`src/rtl/core/lrc_pkg.sv`:
```
// types, constants and packing for the lrc frame receiver
`timescale 1ns / 1ps

package lrc_pkg;

    localparam logic [7:0] START_BYTE = 8'h7E;
    localparam logic [7:0] END_BYTE   = 8'h7F;
    localparam logic [7:0] LRC_SKIP   = 8'hFF;

    localparam int N_CAPTURE = 5;
    localparam int IN_W      = 8;

    typedef struct packed {
        logic [7:0] data_byte3;
        logic [7:0] data_byte2;
        logic [7:0] data_byte1;
        logic [7:0] data_byte0;
        logic [7:0] opcode;
        logic       frame_ok;
    } result_t;

    localparam int RES_W    = $bits(result_t);
    // frame_ok travels in tuser, the other fields fill tdata
    localparam int FIELDS_W = RES_W - 1;
    localparam int TDATA_W  = ((FIELDS_W + 7) / 8) * 8;

    function automatic logic [TDATA_W-1:0] pack_result(input result_t res);
        logic [TDATA_W-1:0] word;
        word = '0;
        word[FIELDS_W-1:0] = res[RES_W-1:1];
        return word;
    endfunction

endpackage

```
`src/rtl/core/lrc_parser.sv`:
```
// frame parser: start hunt, length, body capture with running lrc, end byte check
`timescale 1ns / 1ps

module lrc_parser (
    input  logic              aclk,
    input  logic              aresetn,
    input  logic              in_valid,
    input  logic [7:0]        in_byte,
    output logic              res_valid,
    output lrc_pkg::result_t  res
);
    import lrc_pkg::*;

    typedef enum logic [1:0] {
        PH_HUNT,
        PH_LEN,
        PH_BODY,
        PH_END
    } phase_t;

    // body index saturates once past the captured bytes
    localparam logic [2:0] IDX_SAT = 3'(N_CAPTURE + 1);

    phase_t     phase_reg, phase_next;
    logic [7:0] left_reg, left_next;
    logic [2:0] idx_reg, idx_next;
    logic [7:0] xor_reg, xor_next;
    logic [7:0] last_reg, last_next;
    logic [7:0] cap_reg [N_CAPTURE];
    logic [7:0] cap_next [N_CAPTURE];
    logic       lrc_ok;

    assign lrc_ok = (last_reg == LRC_SKIP) || (last_reg == xor_reg);

    always_comb begin
        phase_next = phase_reg;
        left_next  = left_reg;
        idx_next   = idx_reg;
        xor_next   = xor_reg;
        last_next  = last_reg;
        for (int i = 0; i < N_CAPTURE; i++) begin
            cap_next[i] = cap_reg[i];
        end
        res_valid = 1'b0;
        res       = '0;

        if (in_valid) begin
            case (phase_reg)
                PH_HUNT: begin
                    if (in_byte == START_BYTE) begin
                        for (int i = 0; i < N_CAPTURE; i++) begin
                            cap_next[i] = '0;
                        end
                        idx_next   = '0;
                        left_next  = '0;
                        xor_next   = '0;
                        last_next  = '0;
                        phase_next = PH_LEN;
                    end
                end
                PH_LEN: begin
                    if (in_byte == 8'd0) begin
                        phase_next = PH_HUNT;
                    end else begin
                        // length byte is body byte 0
                        idx_next   = 3'd1;
                        xor_next   = '0;
                        last_next  = in_byte;
                        left_next  = in_byte - 8'd1;
                        phase_next = (in_byte == 8'd1) ? PH_END : PH_BODY;
                    end
                end
                PH_BODY: begin
                    if (idx_reg >= 3'd1 && idx_reg <= 3'(N_CAPTURE)) begin
                        cap_next[idx_reg - 3'd1] = in_byte;
                    end
                    xor_next  = xor_reg ^ last_reg;
                    last_next = in_byte;
                    if (idx_reg != IDX_SAT) begin
                        idx_next = idx_reg + 3'd1;
                    end
                    if (left_reg <= 8'd1) begin
                        left_next  = '0;
                        phase_next = PH_END;
                    end else begin
                        left_next = left_reg - 8'd1;
                    end
                end
                PH_END: begin
                    phase_next = PH_HUNT;
                    if (in_byte == END_BYTE) begin
                        res_valid = 1'b1;
                        if (lrc_ok) begin
                            res.frame_ok   = 1'b1;
                            res.opcode     = cap_reg[0];
                            res.data_byte0 = cap_reg[1];
                            res.data_byte1 = cap_reg[2];
                            res.data_byte2 = cap_reg[3];
                            res.data_byte3 = cap_reg[4];
                        end
                    end
                end
                default: begin
                    phase_next = PH_HUNT;
                end
            endcase
        end
    end

    always_ff @(posedge aclk) begin
        if (!aresetn) begin
            phase_reg <= PH_HUNT;
            left_reg  <= '0;
            idx_reg   <= '0;
        end else begin
            phase_reg <= phase_next;
            left_reg  <= left_next;
            idx_reg   <= idx_next;
        end
        xor_reg  <= xor_next;
        last_reg <= last_next;
        for (int i = 0; i < N_CAPTURE; i++) begin
            cap_reg[i] <= cap_next[i];
        end
    end

endmodule

```
`src/rtl/core/lrc_out_stage.sv`:
```
// result register with skid slot between parser and master side
`timescale 1ns / 1ps

module lrc_out_stage (
    input  logic              aclk,
    input  logic              aresetn,
    input  logic              res_valid,
    input  lrc_pkg::result_t  res,
    output logic              in_ready,
    output logic              out_valid,
    input  logic              out_ready,
    output lrc_pkg::result_t  out_res
);
    import lrc_pkg::*;

    logic    out_valid_reg;
    logic    skid_valid_reg;
    result_t out_data_reg;
    result_t skid_data_reg;
    logic    out_fire;

    assign out_fire  = out_valid_reg && out_ready;
    assign in_ready  = !skid_valid_reg;
    assign out_valid = out_valid_reg;
    assign out_res   = out_data_reg;

    always_ff @(posedge aclk) begin
        if (!aresetn) begin
            out_valid_reg  <= 1'b0;
            skid_valid_reg <= 1'b0;
        end else if (skid_valid_reg) begin
            // no new result can arrive while the skid slot is full
            if (out_fire) begin
                out_data_reg   <= skid_data_reg;
                skid_valid_reg <= 1'b0;
            end
        end else if (res_valid) begin
            if (!out_valid_reg || out_fire) begin
                out_data_reg  <= res;
                out_valid_reg <= 1'b1;
            end else begin
                skid_data_reg  <= res;
                skid_valid_reg <= 1'b1;
            end
        end else if (out_fire) begin
            out_valid_reg <= 1'b0;
        end
    end

endmodule

```
`src/rtl/core/lrc_frame_receiver.sv`:
```
// top level of the byte-serial lrc frame receiver
// a result is registered in the output stage after the closing 0x7f transfer
// throughput: one byte per cycle while s_tready is high, no frame gap needed
// s_tready falls only while a second result waits in the skid slot behind a stalled output
// reset: synchronous active-low aresetn returns to start hunt and empties the output stage
`timescale 1ns / 1ps

module lrc_frame_receiver (
    input  logic                        aclk,
    input  logic                        aresetn,
    input  logic                        s_tvalid,
    output logic                        s_tready,
    input  logic [lrc_pkg::IN_W-1:0]    s_tdata,   // [7:0] rx_byte
    output logic                        m_tvalid,
    input  logic                        m_tready,
    output logic [lrc_pkg::TDATA_W-1:0] m_tdata,   // [7:0] opcode, [15:8] data_byte0,
                                                   // [23:16] data_byte1, [31:24] data_byte2,
                                                   // [39:32] data_byte3
    output logic                        m_tuser    // [0] frame_ok
);
    import lrc_pkg::*;

    logic    s_fire;
    logic    res_valid;
    result_t res;
    result_t out_res;

    assign s_fire = s_tvalid && s_tready;

    lrc_parser u_parser (
        .aclk      (aclk),
        .aresetn   (aresetn),
        .in_valid  (s_fire),
        .in_byte   (s_tdata),
        .res_valid (res_valid),
        .res       (res)
    );

    lrc_out_stage u_out (
        .aclk      (aclk),
        .aresetn   (aresetn),
        .res_valid (res_valid),
        .res       (res),
        .in_ready  (s_tready),
        .out_valid (m_tvalid),
        .out_ready (m_tready),
        .out_res   (out_res)
    );

    assign m_tdata = pack_result(out_res);
    assign m_tuser = out_res.frame_ok;

endmodule

```
`config.mk`:
```
export PLATFORM = sky130hd
export DESIGN_NAME = lrc_frame_receiver
export DESIGN_NICKNAME = d
export VERILOG_FILES = /design/src/rtl/core/lrc_pkg.sv /design/src/rtl/core/lrc_parser.sv /design/src/rtl/core/lrc_out_stage.sv /design/src/rtl/core/lrc_frame_receiver.sv
export SDC_FILE = /design/constraint.sdc
export NUM_CORES = 1
export LEC_CHECK = 0
export BUFFER_PORTS_ARGS = -buffer_cell sky130_fd_sc_hd__clkbuf_2
export CORE_ASPECT_RATIO = 1.4
export CORE_MARGIN = 5
export CORE_UTILIZATION = 60
export DETAILED_ROUTE_END_ITERATION = 7
export GPL_TIMING_DRIVEN = 0
export PLACE_DENSITY = 0.9
export SETUP_SLACK_MARGIN = 0.2
export SKIP_CTS_REPAIR_TIMING = 1
export SLEW_MARGIN = 20
export SYNTH_ARGS = -nofsm -noshare
export SYNTH_HDL_FRONTEND = slang
export SYNTH_HIERARCHICAL = 1
export SYNTH_SLANG_ARGS = --single-unit
export TNS_END_PERCENT = 100
```
`constraint.sdc`:
```
create_clock -name aclk -period 5.7 [get_ports aclk]
set_input_delay 0.57 -clock aclk [delete_from_list [all_inputs] [get_ports aclk]]
set_output_delay 0.57 -clock aclk [all_outputs]
set_load 0.02 [all_outputs]
```
# Yosys cells after proc, flatten, opt, wreduce, memory -nomap -nowiden

Memories as Yosys holds them, arrays and structs flattened.
Index checks and enable logic that the tools add are counted.

Bits in registers: 113
Bits in writable memories: 40
Memories: 1

Memory list:

| memory           | depth | bits a word | read ports | clocked after Yosys merged registers in | wr ports | line             | RTL |
|---|---|---|---|---|---|---|---|
| u_parser.cap_reg | 5     | 8           | 5          | 0                                       | 5        | lrc_parser.sv:29 | `logic [7:0] cap_reg [N_CAPTURE];` |

Add/subtract/negate cells: 4
$lt $le $gt $ge: 5
Equal/unequal tests: 15
Multiplexer cells: 42
Bitwise operators: 4
Reductions and logical operators: 20

Operators with widths:

| operator              | count |
|---|---|
| $mux W41              | 8 |
| $mux W40              | 3 |
| $pmux W40 S2          | 1 |
| $pmux W8 S3           | 3 |
| $mux W8               | 6 |
| $bwmux W40            | 1 |
| $demux W8 S3          | 1 |
| $eq A8 B7 Y1 const B  | 2 |
| $sub A8 B1 Y8 const B | 2 |
| $reduce_and A4 Y1     | 3 |
| $mux W1               | 11 |
| $mux W3               | 3 |
| $pmux W3 S3           | 1 |
| $eq A8 B1 Y1 const B  | 1 |
| $eq A8 B8 Y1          | 1 |
| $eq A8 B8 Y1 const B  | 1 |
| $le A8 B1 Y1 const B  | 1 |
| $logic_not A8 Y1      | 1 |
| $ne A2 B1 Y1 const B  | 4 |
| $pmux W2 S4           | 1 |
| $xor A8 B8 Y8         | 1 |
| $mux W2               | 3 |
| $reduce_and A3 Y1     | 2 |
| $reduce_bool A2 Y1    | 3 |
| 18 further kinds      | 26 |

# Longest topological paths before layout

Gate-level depths: netlist of run 1.

Word-level depth: 10
Depth in mapped cells: 11

# By module

Netlist of run 1, hierarchy kept.

By module, submodules not included:

| module             | times used | cells an instance | area each (um^2) |
|---|---|---|---|
| lrc_parser         | 1          | 390               | 4083.9 |
| lrc_out_stage      | 1          | 142               | 3118.0 |
| lrc_frame_receiver | 1          | 1                 | 6.3 |

# Least setup slack after synthesis of run 1

Ideal clock, no wire load.

Kind: input -> register
Start: input port s_tdata[0] (netlist bit)
End: memory u_parser.cap_reg[0][0] (enable)
Arrival time: 4.273 ns
Required time: 5.202 ns
Setup slack: 0.929 ns
Cell stages on the path: 6
Buffers on the path: 1
Cells stage by stage: clkbuf_1 inv_1 ha_1 and4b_1 a21oi_1 a211oi_1

RTL lines:

| what            | line                     | RTL |
|---|---|---|
| start, declared | lrc_frame_receiver.sv:13 | `input logic [lrc_pkg::IN_W-1:0] s_tdata,` |
| end, declared   | lrc_parser.sv:29         |  |

# Final worst setup path of run 1

Start: input port s_tdata[0] (netlist bit)
End: register u_parser.left_reg[1]

Cells in the longest elaborated chain, start to end: 3
Elaborated cells between the ends (all ways): 8

RTL lines:

| what                                             | line              | RTL |
|---|---|---|
| $sub A8 B1 Y8, or another cell as far along      | lrc_parser.sv:69  | `left_next = in_byte - 8'd1;` |
| $mux W8, or another cell as far along            | lrc_parser.sv:62  | `if (in_byte == 8'd0) begin` |
| $pmux W8 S3 or $reduce_and A4 Y1 (tied branches) | --                |  |
| end signal, assigned                             | lrc_parser.sv:117 | `left_reg <= left_next;` |
| end, declared                                    | lrc_parser.sv:25  | `logic [7:0] left_reg, left_next;` |

Parallel ways exist; a longest one is shown, timed or not. The select of a mux whose other input is x is not followed.
A chain may end at the register's enable or synchronous reset.

==> results.cfg, run 1 <==
[finish]
layout-drive-gt1-share_pct = 22.8
final_core_util_pct = 70.6
diodes = 0
syn_to_final_growth_pct = 15.8
final_nets = 639

[critical_path]
worst-r2r-cell-count = 10
worst_setup_path_end_kind = flip-flop
cp_max_fo = 25
crit_required_ps = 5980
start_kind = input port
worstSetupPathType = input port to flip-flop
cp.arrival_ps = 3400

[sta]
rsz0062_at_grt = no
fin_crit_sh_pct = 54.7
final_hold_viol_count = 0
finClkSkew_ps = 5.37
setup_viol_count_final = 0
setup_tns_ps = 0
finalMaxSlewViolations = 0
worstMarginPinSlew_ps = 926
timing.fmax_mhz = 321
fin_crit_ps = 3120
relSlewSlack_pct = 37.9

[cts]
clk_latency_ps = 420
numCtsBuffers = 17
htreeDepth = 4
cts_sinks = 153
clk_pin_slew_worst_paths_ps = 60
cts_tree = yes
clockBufferDepth = 2
cts_root_buffer = clkbuf_16

[hold_path]
min_path_cells = 2
hold_class = input port to flip-flop

[yosys]
muxShareOfSynthArea_pct = 11.1
synth-main-ff-cell = edfxtp_1
yosysTopAreaCell = edfxtp_1
synth_most_common_cell = edfxtp_1
netlist.area_leader.share_pct = 57.5
synth_xor_area_share_pct = 2.07
avgSynthCellArea_sq_um = 13.5
synth-simple-area-share_pct = 14.6
yosysUniqueCellTypes = 51
ys_ff_latch = 153
synthArstFlopShare_pct = 0
synth_top_family_by_area = simple AND/OR/NAND/NOR gates
yosysWarnings = 6
synth_compound_area_share_pct = 4.65
synthAdderAreaFrac_pct = 2.95
synth_edf_count = 138
synthesis.area_sq_um = 7210
synth_seq_area_share_pct = 61.7
syn_nets = 562
postSynthCellCount = 533
synth_common_cells = edfxtp_1, and2_1, mux2_2, nor2b_1, mux2i_1
yosys-top-cells-area = edfxtp_1, mux2_2, and2_1

[grt]
grt_pass1_vias = 4893
grt_usage_pct = 22.6
grt_pass1_wl_mm = 24.7
overflow = 0
grt_max_degree = 26
antenna_found_initial = 0

[floorplanning]
die_w_um = 103
io_pins = 55
rows = 47
die_height_um = 140
die_area_sq_um = 14300
initial_core_util_pct = 61.0
core_area_sq_um = 11800

[routing]
drt_first_iter_violations = 313
ant_nets = 0
viasPerCell = 6.01
firstDrtPassIters = 5
routed_wl_mm = 15.6
drc = 0
vias = 4625
post_drt_wl_per_cell_um = 20.2

[placement]
place.port_buffers = 52
hpwl_mm = 10.3
gp_congestion = 0.855

[outcome]
status = finished, final reports clean

[pwr]
comb_power_share_pct = 1.5
p_switching_uw = 461
power.density_nw_per_um2 = 282
clockPowerShare_pct = 47.3
vdd_drop_max_mv = 0.199
swShare_pct = 19.6
power.share.sequential_pct = 51.1
intPower_mw = 1.90
p_leak_nw = 3.05

[run]
drv_cap = 0
-- cells by family (layout without fill, tap and decap cells) --
kind of cell | after synthesis | count (layout)
simple gates | 177 | 177
flops | 153 | 153
mux | 75 | 75
compound gates | 49 | 49
buf+inv | 45 | 135
fa+ha+maj | 17 | 17
xor+xnor | 17 | 17
-- final timing paths --
kind	start	to	slack, ps
setup / recovery	s_tdata[0]	u_parser/left_reg[1]	2580
hold / removal	m_tready	u_out/skid_valid_reg	430
setup reg to reg	u_out/skid_valid_reg	u_out/out_res[23]	2790
hold reg to reg	u_parser/left_reg[3]	u_parser/left_reg[3]	530
-- worst max-delay path: stages --
cell and delay, ps:
clkbuf_2 100, clkbuf_1 510, inv_1 260, ha_1 270, and4b_1 190, a21oi_1 490
or3_1 280, inv_1 120, buf_2 310, o21ai_0 220, a21oi_1 50
-- cell type report --
type	count	area (sq um)
plain buffers	32	163
flip-flops and latches	153	4440
repair buffers	58	347
fillers	755	3470
well taps	147	184
clock buffers	18	429
inverters	13	48.8
clock inverters	14	155
multi-input cells	335	2580
-- power by group through the flow --
stage               Sequential [mW]  Combinational, mW  Clock [mW]
floorplan                      1.23             0.0183           0
global placement               1.23             0.0329           0
detailed placement             1.23             0.0349           0
CTS                            1.21             0.0355        1.13
global route                   1.21             0.0383        1.18
finish                         1.21             0.0364        1.12
-- routing by layer --
metal | vias to the layer above | GRT usage, % | routed length (um)
met5 | - | 0 | 0
met4 | 0 | 12.8 | 694
met3 | 55 | 4.96 | 915
met2 | 202 | 37.2 | 8030
met1 | 2270 | 26.8 | 5950
li1 | 2098 | - | -
-- metrics by stage --
| stage | area (sq um) | cells | hold slack (ps) | setup slack (ps) | power (mW) |
|---|---|---|---|---|---|
| floorplan | 7210 | 533 | 473 | 929 | 1.25 |
| global placement | 7650 | 732 | 488 | -527 | 1.26 |
| detailed placement | 7760 | 738 | 511 | 2310 | 1.26 |
| CTS | 8350 | 770 | 415 | 2730 | 2.37 |
| global route | 8350 | 770 | 426 | 2530 | 2.42 |
| finish | 8350 | 770 | 431 | 2580 | 2.36 |
-- placed cells by master, fill, tap and decap left out, types with 5 or more instances in the layout --
master / netlist / layout
buf_8: 1 / 6
nor2_1: 12 / 12
or3_1: 5 / 5
o21ai_0: 7 / 7
edfxtp_1: 138 / 138
mux2_2: 42 / 42
inv_1: 13 / 13
o22ai_1: 5 / 5
a21oi_1: 8 / 8
buf_6: 4 / 5
nand3_1: 14 / 14
mux2i_1: 33 / 33
clkbuf_1: 25 / 26
dfxtp_1: 15 / 15
and2_1: 58 / 58
xor2_1: 14 / 14
nor2b_1: 37 / 37
clkbuf_16: 0 / 17
clkbuf_2: 0 / 52
nand2_1: 24 / 24
a22oi_1: 5 / 5
nor4_1: 5 / 5
a21boi_0: 9 / 9
ha_1: 17 / 17
No activity file was read; power rests on OpenSTA's default activity.
==> inputs of run 2 (changes only) <==
==> constraint.sdc (replaced) <==
create_clock -name aclk -period 3.1 [get_ports aclk]
set_input_delay 0.31 -clock aclk [delete_from_list [all_inputs] [get_ports aclk]]
set_output_delay 0.31 -clock aclk [all_outputs]
set_load 0.02 [all_outputs]
==> results.cfg, run 2 (synthesized netlist as in run 1, its figures left out) <==
[outcome]
status = finished, final reports clean

[critical_path]
cp_max_fo = 10
r2r_start = u_out/skid_valid_reg
r2r_slack_ps = 310
worstSetupPathType = flip-flop to flip-flop
crit_required_ps = 3390
cp.arrival_ps = 3080
worst-r2r-cell-count = 10
worst_setup_path_end_kind = flip-flop
start_kind = flip-flop
rr_endpoint = u_out/out_res[1]

[finish]
fin_cells = 771
syn_to_final_growth_pct = 16.3
layout-drive-gt1-share_pct = 23.9
diodes = 0
final_nets = 640
final_common_cell = edfxtp_1
layout_common_cells = edfxtp_1, and2_1, clkbuf_2

[pwr]
intPower_mw = 3.57
p_switching_uw = 823
comb_power_share_pct = 1.5
clockPowerShare_pct = 48.1
power.share.sequential_pct = 50.5
swShare_pct = 18.7
p_leak_nw = 3.08
power.density_nw_per_um2 = 524
total_power_mw = 4.39
vdd_drop_max_mv = 0.331

[sta]
finalMaxSlewViolations = 0
setup_tns_ps = 0
timing.fmax_mhz = 359
hold_ws_ps = 171
finClkSkew_ps = 7.32
fin_crit_ps = 2790
relSlewSlack_pct = 39.3
setup_viol_count_final = 0
final_hold_viol_count = 0
worstMarginPinSlew_ps = 908
rsz0062_at_grt = no
fin_crit_sh_pct = 89.9

[hold_path]
min_path_cells = 2
min_to = u_out/skid_valid_reg
min-delay-start = m_tready
hold_class = input port to flip-flop

[grt]
antenna_found_initial = 0
grt_pass1_wl_mm = 24.0
grt_pass1_vias = 4759
overflow = 0
grt_max_degree = 26
top_usage_layer = met2
grt_use_met3_pct = 5.91
grt_usage_pct = 21.8
grt_use_met2_pct = 35.8
grt_util_met1_pct = 26.8

[floorplanning]
die_height_um = 140
rows = 47
initial_core_util_pct = 61.0
core_area_sq_um = 11800
die_w_um = 103
die_area_sq_um = 14300
io_pins = 55

[cts]
cts_root_buffer = clkbuf_16
htreeDepth = 4
clockBufferDepth = 2
numCtsBuffers = 17
cts_tree = yes
clk_latency_ps = 420
cts_sinks = 153
clk_pin_slew_worst_paths_ps = 60

[routing]
viasPerCell = 5.85
post_drt_wl_per_cell_um = 18.8
vias = 4512
drt_first_iter_violations = 336
firstDrtPassIters = 5
ant_nets = 0
drc = 0
routed_wl_mm = 14.5

[placement]
place.port_buffers = 52
hpwl_mm = 9.84
place_inst = 739
gp_congestion = 0.854

[run]
drv_cap = 0
==> run 2: power groups by stage <==
stage | combinational [mW] | sequential [mW] | clock [mW]
detailed placement | 0.0625 | 2.26 | 0
global placement | 0.0609 | 2.26 | 0
finish | 0.0644 | 2.22 | 2.11
CTS | 0.0629 | 2.22 | 2.14
global route | 0.0697 | 2.22 | 2.26
floorplan | 0.0340 | 2.26 | 0
==> run 2: worst max-delay path by stage <==
stage                                          to  cells past startpoint  slack, ps                   from
final                            u_out/out_res[1]                     10        310   u_out/skid_valid_reg
after global routing             u_out/out_res[1]                     10        210   u_out/skid_valid_reg
after CTS                 u_parser/cap_reg[0][14]                      8        230  u_parser/phase_reg[0]
after detailed placement     u_parser/left_reg[1]                     11         -6             s_tdata[0]
after global placement    u_out/skid_data_reg[23]                      6       -400             s_tdata[3]
after floorplan            u_out/skid_data_reg[0]                      8        260   u_out/skid_valid_reg
==> run 2: layer usage <==
metal | up-vias | share of wire [%]
met5 | - | 0
met1 | 2207 | 39
met3 | 35 | 5.9
met4 | 0 | 2.7
li1 | 2096 | -
met2 | 174 | 52
==> run 2: critical path: stages (launching register included) <==
cell	delay, ps
dfxtp_1	310
buf_6	150
buf_8	150
clkinvlp_4	90
and2_1	150
and3_1	140
and4b_2	340
nor2b_1	500
clkbuf_1	420
and2_1	240
mux2_2	160
==> run 2: layout make-up <==
type / instances / area, sq um
inverter: 13 / 52.6
clock buffer: 18 / 429
fill: 746 / 3440
timing repair buffer: 59 / 347
buffer: 32 / 165
multi-input combinational: 335 / 2580
sequential: 153 / 4440
tap: 147 / 184
clock inverter: 14 / 180
==> run 2: stage by stage <==
| step | instance area, sq um | setup WS (ps) | utilization, % |
|---|---|---|---|
| after floorplan | 7240 | 256 | - |
| after CTS | 8380 | 231 | 70.9 |
| after global placement | 7680 | -402 | 65.0 |
| after detailed placement | 7770 | -5.86 | 65.7 |
| after global routing | 8380 | 210 | 70.9 |
| final | 8380 | 312 | 70.9 |
